===== src/hw/rtl/blr_pkg.sv =====
`timescale 1ns / 1ps
`default_nettype none

package blr_pkg;

  // fixed field widths of the ports
  localparam int COORD_W = 6;
  localparam int COLOR_W = 8;

  // default stepper width; coordinates wrap modulo 2^COORD_BITS
  localparam int COORD_BITS_DEF = 6;

  typedef logic [COORD_W-1:0] coord_t;
  typedef logic [COLOR_W-1:0] color_t;

  typedef struct packed {
    logic load;   // latch a new line command
    logic step;   // advance to the next pixel
  } blr_cmd_t;

  typedef struct packed {
    logic zero_len;  // incoming command has coincident endpoints
    logic last;      // current pixel is the final one of the line
  } blr_status_t;

endpackage

`default_nettype wire


===== src/hw/rtl/blr_ctrl.sv =====
`timescale 1ns / 1ps
`default_nettype none

module blr_ctrl (
  input  wire                  clk,
  input  wire                  rst_n,
  input  wire                  in_valid,
  output logic                 in_stall,
  output logic                 out_valid,
  input  wire                  out_stall,
  input  blr_pkg::blr_status_t status,
  output blr_pkg::blr_cmd_t    cmd
);
  import blr_pkg::*;

  localparam logic ST_IDLE = 1'b0;
  localparam logic ST_RUN  = 1'b1;

  logic state_r;
  logic state_nxt;
  logic in_acc;
  logic out_acc;

  assign in_stall  = (state_r != ST_IDLE);
  assign out_valid = (state_r == ST_RUN);
  assign in_acc    = in_valid && !in_stall;
  assign out_acc   = out_valid && !out_stall;

  assign cmd.load = in_acc;
  assign cmd.step = out_acc;

  always_comb begin
    state_nxt = state_r;
    unique case (state_r)
      ST_IDLE: begin
        // a zero-length line produces no beat, stay idle
        if (in_acc && !status.zero_len) state_nxt = ST_RUN;
      end
      ST_RUN: begin
        if (out_acc && status.last) state_nxt = ST_IDLE;
      end
      default: state_nxt = ST_IDLE;
    endcase
  end

  always_ff @(posedge clk) begin
    if (!rst_n) begin
      state_r <= ST_IDLE;
    end else begin
      state_r <= state_nxt;
    end
  end

endmodule

`default_nettype wire


===== src/hw/rtl/blr_datapath.sv =====
`timescale 1ns / 1ps
`default_nettype none

module blr_datapath #(
  parameter int COORD_BITS = blr_pkg::COORD_BITS_DEF
) (
  input  wire                  clk,
  input  blr_pkg::blr_cmd_t    cmd,
  output blr_pkg::blr_status_t status,
  input  blr_pkg::coord_t      in_x_start,
  input  blr_pkg::coord_t      in_y_start,
  input  blr_pkg::coord_t      in_x_end,
  input  blr_pkg::coord_t      in_y_end,
  input  blr_pkg::color_t      in_color,
  output blr_pkg::coord_t      out_pixel_x,
  output blr_pkg::coord_t      out_pixel_y,
  output blr_pkg::color_t      out_pixel_color,
  output logic                 out_last
);
  import blr_pkg::*;

  typedef logic [COORD_BITS-1:0]      pos_t;
  typedef logic signed [COORD_BITS:0] err_t;

  // stepper registers, loaded on an accepted command
  pos_t   major_pos_r;
  pos_t   major_end_r;
  pos_t   minor_pos_r;
  err_t   err_term_r;
  pos_t   delta_major_r;
  pos_t   delta_minor_r;
  logic   step_major_neg_r;
  logic   step_minor_neg_r;
  logic   axes_swapped_r;
  color_t color_r;

  // setup
  pos_t x0, y0, x1, y1;
  pos_t adx, ady;
  logic swap;
  pos_t maj0, maj1, min0, min1;
  pos_t dmaj, dmin;

  // step
  pos_t major_next;
  pos_t minor_next;
  err_t err_sub;
  err_t err_nxt;

  assign x0 = in_x_start[COORD_BITS-1:0];
  assign y0 = in_y_start[COORD_BITS-1:0];
  assign x1 = in_x_end[COORD_BITS-1:0];
  assign y1 = in_y_end[COORD_BITS-1:0];

  assign adx  = (x0 > x1) ? (x0 - x1) : (x1 - x0);
  assign ady  = (y0 > y1) ? (y0 - y1) : (y1 - y0);
  assign swap = (ady > adx);
  assign maj0 = swap ? y0 : x0;
  assign maj1 = swap ? y1 : x1;
  assign min0 = swap ? x0 : y0;
  assign min1 = swap ? x1 : y1;
  assign dmaj = swap ? ady : adx;
  assign dmin = swap ? adx : ady;

  assign status.zero_len = (dmaj == '0);

  assign major_next = step_major_neg_r ? (major_pos_r - pos_t'(1)) : (major_pos_r + pos_t'(1));
  assign minor_next = step_minor_neg_r ? (minor_pos_r - pos_t'(1)) : (minor_pos_r + pos_t'(1));
  assign err_sub    = err_term_r - err_t'({1'b0, delta_minor_r});
  // error went negative: minor axis moves and the major delta is added back
  assign err_nxt    = err_sub[COORD_BITS] ? (err_sub + err_t'({1'b0, delta_major_r})) : err_sub;

  assign status.last = (major_next == major_end_r);

  always_ff @(posedge clk) begin
    if (cmd.load) begin
      major_pos_r      <= maj0;
      major_end_r      <= maj1;
      minor_pos_r      <= min0;
      err_term_r       <= err_t'({1'b0, dmaj} >> 1);
      delta_major_r    <= dmaj;
      delta_minor_r    <= dmin;
      step_major_neg_r <= !(maj0 < maj1);
      step_minor_neg_r <= !(min0 < min1);
      axes_swapped_r   <= swap;
      color_r          <= in_color;
    end else if (cmd.step) begin
      major_pos_r <= major_next;
      err_term_r  <= err_nxt;
      if (err_sub[COORD_BITS]) begin
        minor_pos_r <= minor_next;
      end
    end
  end

  assign out_pixel_x     = coord_t'(axes_swapped_r ? minor_pos_r : major_pos_r);
  assign out_pixel_y     = coord_t'(axes_swapped_r ? major_pos_r : minor_pos_r);
  assign out_pixel_color = color_r;
  assign out_last        = status.last;

endmodule

`default_nettype wire


===== src/hw/rtl/bresenham_line_rasterizer.sv =====
`timescale 1ns / 1ps
`default_nettype none

// Bresenham line rasterizer. Each accepted command (two endpoints and a colour)
// is stepped out as one pixel beat per cycle while out_stall is low, starting
// at the first endpoint and stopping one short of the second; out_last marks
// the final pixel, and a command with coincident endpoints yields no beat.
// Coordinates wrap modulo 2^COORD_BITS. A command yields one pixel beat per
// major-axis step (the major-axis delta, at most 2^COORD_BITS - 1), paced by
// the single stepper register set; the input stalls until the last pixel beat
// of the current line has been taken, so no new command overlaps a line.
module bresenham_line_rasterizer #(
  parameter int COORD_BITS = blr_pkg::COORD_BITS_DEF
) (
  input  wire             clk,
  input  wire             rst_n,
  input  wire             in_valid,
  output logic            in_stall,
  input  blr_pkg::coord_t in_x_start,
  input  blr_pkg::coord_t in_y_start,
  input  blr_pkg::coord_t in_x_end,
  input  blr_pkg::coord_t in_y_end,
  input  blr_pkg::color_t in_color,
  output logic            out_valid,
  input  wire             out_stall,
  output blr_pkg::coord_t out_pixel_x,
  output blr_pkg::coord_t out_pixel_y,
  output blr_pkg::color_t out_pixel_color,
  output logic            out_last
);
  import blr_pkg::*;

  blr_cmd_t    cmd;
  blr_status_t status;

  blr_ctrl u_ctrl (
    .clk       (clk),
    .rst_n     (rst_n),
    .in_valid  (in_valid),
    .in_stall  (in_stall),
    .out_valid (out_valid),
    .out_stall (out_stall),
    .status    (status),
    .cmd       (cmd)
  );

  blr_datapath #(
    .COORD_BITS (COORD_BITS)
  ) u_datapath (
    .clk             (clk),
    .cmd             (cmd),
    .status          (status),
    .in_x_start      (in_x_start),
    .in_y_start      (in_y_start),
    .in_x_end        (in_x_end),
    .in_y_end        (in_y_end),
    .in_color        (in_color),
    .out_pixel_x     (out_pixel_x),
    .out_pixel_y     (out_pixel_y),
    .out_pixel_color (out_pixel_color),
    .out_last        (out_last)
  );

endmodule

`default_nettype wire

===== config.mk =====
export PLATFORM = sky130hd
export DESIGN_NAME = bresenham_line_rasterizer
export DESIGN_NICKNAME = d
export VERILOG_FILES = /design/src/hw/rtl/blr_pkg.sv /design/src/hw/rtl/blr_ctrl.sv /design/src/hw/rtl/blr_datapath.sv /design/src/hw/rtl/bresenham_line_rasterizer.sv
export SDC_FILE = /design/constraint.sdc
export NUM_CORES = 1
export LEC_CHECK = 0
export BUFFER_PORTS_ARGS = -buffer_cell sky130_fd_sc_hd__buf_4
export CAP_MARGIN = 25
export CORE_ASPECT_RATIO = 0.75
export CORE_MARGIN = 2
export CORE_UTILIZATION = 60
export CTS_CLUSTER_DIAMETER = 30
export DETAILED_ROUTE_END_ITERATION = 10
export PLACE_DENSITY = 0.9
export REMOVE_ABC_BUFFERS = 1
export SLEW_MARGIN = 25
export SYNTH_ARGS = -nofsm -noshare
export SYNTH_HDL_FRONTEND = slang
export SYNTH_SLANG_ARGS = --single-unit

===== constraint.sdc =====
create_clock -name clk -period 5.8 [get_ports clk]
set_input_delay 0.29 -clock clk [delete_from_list [all_inputs] [get_ports clk]]
set_output_delay 0.29 -clock clk [all_outputs]
set_load 0.02 [all_outputs]

# --- Word-level counts from Yosys, hierarchy flattened ---
# Cells that the tools add are included.
classes:
  shifts: 0
  multipliers: 0
  eq_ne: 1
  bitwise_logic: 1
  mux: 23
  reduce_logical: 13
  add_sub_neg: 10
  div: 0
  n_lt_le_gt_ge: 5
op_table:
  columns: ["operator", "n"]
  rows:
  - ["$mux 6", 17]
  - ["$sub 6x6->6", 4]
  - ["$gt 6x6->1", 3]
  - ["$add 6x1->6 const B", 2]
  - ["$lt 6x6->1", 2]
  - ["$sub 6x1->6 const B", 2]
  - ["$mux 5", 2]
  - ["$add 7x7->7", 1]
  - ["$mux 7", 1]
  - ["$sub 7x7->7", 1]
  - ["$eq 6x6->1", 1]
  - ["$logic_not 6->1", 1]
  - ["$logic_not 1->1", 5]
  - ["$logic_and 1x1->1", 4]
  - ["$reduce_bool 2->1", 2]
  - ["$mux 1", 2]
  - ["$pmux 1 s2", 1]
  - ["$reduce_and 2->1", 1]
  - ["$not 1->1", 1]
totals:
  romBits: 0
  latchBits: 0
  out_inout_bits: 23
  in_bits: 36
  regBits: 49
  mem_count: 0
  mem_bits_rw: 0
  elab_cells: 65

# --- Longest topological paths before layout ---
depth:
  depth_word: 9
  depth_mapped: 24
  depth_no_buf: 22

# --- Cells and area by module ---
# From an unflattened synthesis, not the netlist that was laid out.
unflattened:
  hier_cells: 476
  area_unflattened_um2: 4638.2
by_module_without_submodules:
  columns: ["mod", "instances", "area_each_um2", "cells_each", "seq_area_each_um2"]
  rows:
  - ["blr_datapath", 1, 4559.4, 467, 1421.4]
  - ["blr_ctrl", 1, 78.8, 9, 20.0]

# --- Worst setup path before layout ---
# OpenSTA, ideal clock, no wires.
synth_timing:
  path_kind: "input -> register"
  start: "input port in_y_start[0]"
  end: "register u_datapath.step_minor_neg_r, data pin"
  cell_stages: 23
  setup_slack_ns: 1.235
  n_path_buf: 2
  required_time_ns: 5.538
  t_arrival_ns: 4.303
  setup_ns: 0.262
  path_cell_list: "inv_1 ha_1 inv_1 fa_1 a211oi_2 o21ai_2 nand2_2 mux2i_1 xnor2_1 inv_1 ha_1 a21boi_0 o32ai_2 inv_2 clkbuf_1 buf_1 nor2_1 a21oi_1 ha_1 a21o_1 a21o_1 a21oi_1 o21ai_0"
synth_via:
  elab_chain_cells: 6
  word_cells_on_any_way: 9
  classes_between: "2 x add/sub; 3 x order compare; 3 x mux; 1 x reduce/logical"
synth_rtl:
  columns: ["element", "line", "source"]
  rows:
  - ["start, declared", "bresenham_line_rasterizer.sv:20", "input blr_pkg::coord_t in_y_start,"]
  - ["$sub 6x6->6 or $gt 6x6->1 (tied branches)", "blr_datapath.sv:56", "assign ady = (y0 > y1) ? (y0 - y1) : (y1 - y0);"]
  - ["$mux 6 (*)", "blr_datapath.sv:56", null]
  - ["$gt 6x6->1 (*)", "blr_datapath.sv:57", "assign swap = (ady > adx);"]
  - ["net u_datapath.swap", "blr_datapath.sv:40", "logic swap;"]
  - ["$mux 6 (on tied branches)", "blr_datapath.sv:60, blr_datapath.sv:61", null]
  - ["$lt 6x6->1 (*)", "blr_datapath.sv:84", "step_minor_neg_r <= !(min0 < min1);"]
  - ["$logic_not 1->1 (*)", "blr_datapath.sv:84", null]
  - ["end signal, assigned", "blr_datapath.sv:84", null]
  - ["end, declared", "blr_datapath.sv:33", "logic step_minor_neg_r;"]
# The timed path passes the listed nets; every way through them passes the cells marked *.
# A chain may end at the register's enable or synchronous reset.

# --- Worst setup path in the final report ---
layout_timing:
  start: "input port in_y_start[0]"
  end: "register u_datapath.step_minor_neg_r, data pin"
layout_via:
  elab_chain_cells: 6
  word_cells_on_any_way: 9
  classes_between: "2 x add/sub; 3 x order compare; 3 x mux; 1 x reduce/logical"
layout_rtl:
  columns: ["element", "line"]
  rows:
  - ["$sub 6x6->6 or $gt 6x6->1 (tied branches)", "blr_datapath.sv:56"]
  - ["$mux 6", "blr_datapath.sv:56"]
  - ["$gt 6x6->1", "blr_datapath.sv:57"]
  - ["$mux 6 (on tied branches)", "blr_datapath.sv:60, blr_datapath.sv:61"]
  - ["$lt 6x6->1 (*)", "blr_datapath.sv:84"]
  - ["$logic_not 1->1 (*)", "blr_datapath.sv:84"]
# Every way passes the cells marked *; elsewhere a longest branch is shown, timed or not.

==> metrics.cfg <==
[critical_path]
crit_cells = 23
crit_start = in_y_start[0]
crit_path_max_incr_delay_ns = 0.42
required_ns = 5.85
cp.arrival_ns = 4.80
crit_path_end = u_datapath.step_minor_neg_r$_DFFE_PP_
path_max_fanout = 30
crit_buf_inv = 6
cp_cell_sequence = buf_4, inv_1, ha_1, inv_1, fa_1, a211oi_2, o21ai_2, nand2_2, mux2i_1, xnor2_1, inv_1, ha_1, nand4_1, a21oi_1, o32ai_2, inv_2, buf_4, o21ai_0, ha_1, a21o_1, a21o_1, a21oi_1, o21ai_0
r2r-start = u_ctrl.in_stall$_SDFF_PN0_
endpoint_kind = flip-flop
cp_top_family = compound AO/OA/AOI/OAI gates
path_class = input port to flip-flop
rrSetupSlack_ns = 2.66
r2r-end = u_ctrl.in_stall$_SDFF_PN0_
crit_slowest_cell = fa_1
worstRegToRegCells = 6
startpoint_type = input port

[logic_synthesis]
yosys-top-cells-count = 58 x ha_1, 54 x inv_1, 46 x edfxtp_1
synthArstFlopShare = 0
ys_warn_count = 0
post-synth-top-count-cell = ha_1
syn-cell-area_sq_um = 4630
synth_edf_count = 46
yosys.area.top_type_share = 0.298
synth_flop_cell = edfxtp_1
synth_seq_area_share = 0.311
synth_cells = 487
post_synth.cell_area_avg_sq_um = 9.51
ys_ff_latch = 49
synth_top_area_cell = edfxtp_1
synth_area_leaders = edfxtp_1 30%, ha_1 16%, inv_1 4.4%
ys_types = 64

[cells_and_area]
nets = 642
drive_gt1_frac = 0.190
area_growth_pct = 13.3
num_antenna_cells = 0
fin_cells = 642

[timing]
slew_headroom = 0.316
finalSetupTns_ns = 0
setup_violations = 0
period_minus_slack_ns = 4.75
rsz0062_at_grt = false
timing.hold.ws_ns = 0.158
slew_viol_final = 0
report.final.hold_viol_count = 0
worst_pin_slew_ns = 1.03
timing.final.crit_share = 0.818
skew_ns = 0.00771
clock.fmax_ghz = 0.211

[placed_design]
gp_congestion = 0.919
place_inst = 634
io_buffer_count = 58
hpwl_um = 9340

[route]
vias_per_cell = 6.07
first_iter_violations = 325
wirelength_um = 11600
wl_per_cell_um = 18.0
drtAntennaViolNets = 0
drtPass1Iterations = 5
post-route-drc-count = 0
vias = 3896

[die]
core_sq_um = 7400
die_w_um = 105
die-area_sq_um = 8440
core.rowCount = 27
die_y_um = 80.1
io_pins = 59
initial_core_util = 0.626

[cts]
path_clk_slew_ns = 0.09
post_cts_resized = 0
h-tree-depth = 2
clock_latency_ns = 0.31
cts_hold_buf = 0
cts_tree = yes
cts_root_buffer = clkbuf_8
cts_setup_buffers = 0
numCtsBuffers = 5
cts.sinks = 49
cts_buffer_depth = 2

[pwr]
cellLeakagePower_nw = 2.40
pwr_density_cell_nw_per_um2 = 636
vdd_drop_max_mv = 0.427
power.total_mw = 3.34

[global_route]
antenna_found_initial = 0
grt_usage = 0.278
overflow = 0
grt_pass1_vias = 3710
grt_pass1_wl_um = 18400
grt_max_degree = 31

[run_status]
status = finished clean

[run]
cap_violations = 0

[min_path]
min_path_type = input port to flip-flop

## power by group
part | internal [mW] | total (mW) | switching, mW
Clock | 0.129 | 0.252 | 0.123
Sequential | 0.638 | 0.754 | 0.116
Combinational | 1.00 | 2.33 | 1.33
Total | 1.77 | 3.34 | 1.57
## metal layers
metal,vias up,track usage,wire length (um)
li1,1835,-,-
met2,184,0.451,5210
met3,18,0.0333,859
met4,0,0.0613,144
met5,-,0,0
met1,1859,0.401,5360
## final cells by class
class / instances / area (sq um)
clock buffer: 5 / 68.8
multi-input combinational: 367 / 2900
tap: 101 / 126
inverter: 56 / 210
timing repair buffer: 61 / 458
sequential: 49 / 1440
fill: 535 / 2150
clock inverter: 3 / 43.8
## sequential cells by signal, summed over array words and instances (netlist names)
| signal | cells |
|---|---|
| u_datapath.major_end_r | 6 |
| u_datapath.minor_pos_r | 6 |
| u_datapath.step_minor_neg_r | 1 |
| u_datapath.delta_minor_r | 6 |
| u_datapath.out_pixel_color | 8 |
| u_datapath.step_major_neg_r | 1 |
| u_datapath.err_term_r | 7 |
| u_datapath.major_pos_r | 6 |
| u_datapath.delta_major_r | 6 |
| u_ctrl.in_stall | 1 |
| u_datapath.axes_swapped_r | 1 |
## how the worst min path moves through the flow
stage	from	to	cells past startpoint	slack [ns]
2_1_floorplan	in_color[0]	u_datapath.out_pixel_color[0]$_DFFE_PP_	0	0.39
3_3_place_gp	u_datapath.err_term_r[5]$_SDFFE_PP0P_	u_datapath.err_term_r[5]$_SDFFE_PP0P_	2	0.46
3_5_place_dp	u_datapath.err_term_r[5]$_SDFFE_PP0P_	u_datapath.err_term_r[5]$_SDFFE_PP0P_	2	0.46
4_1_cts	in_color[5]	u_datapath.out_pixel_color[5]$_DFFE_PP_	1	0.16
5_1_grt	in_color[5]	u_datapath.out_pixel_color[5]$_DFFE_PP_	1	0.15
6_report	in_color[5]	u_datapath.out_pixel_color[5]$_DFFE_PP_	1	0.16
## through the flow
step / setup WS, ns / utilization / area [sq um]
global route: 0.716 / 0.709 / 5240
CTS: 1.08 / 0.709 / 5240
finish: 1.05 / 0.709 / 5240
global placement: 1.07 / 0.694 / 5130
detailed placement: 0.782 / 0.694 / 5130
floorplan: 0.666 / - / 4550
## cells by family (layout without fill, tap and decap cells)
| family | Yosys count | in the layout | share of synthesized area |
|---|---|---|---|
| AO/OA/AOI/OAI | 128 | 128 | 0.188 |
| multiplexers | 34 | 34 | 0.0808 |
| adder cells (fa/ha/maj) | 66 | 66 | 0.191 |
| buffers and inverters | 71 | 125 | 0.0632 |
| flip-flops | 49 | 49 | 0.311 |
| AND/OR/NAND/NOR | 113 | 113 | 0.114 |
| XOR/XNOR | 26 | 26 | 0.0508 |
## layout by cell type (no fill, tap or decap), drive strengths merged, types with 3 or more instances in the layout
cell type  count
o21a           3
nand2         41
nand4          6
clkbuf         5
a211o          3
fa             8
nand2b         6
a211oi         4
nor3           4
edfxtp        46
a21boi         4
a21oi         41
o21ai         31
xnor2         17
ha            58
a21o          17
buf           61
mux2          14
dfxtp          3
inv           56
a221oi         4
xor2           9
and2           6
nand3          6
mux2i         20
nor2          33
No activity file was read; power rests on OpenSTA's default activity.
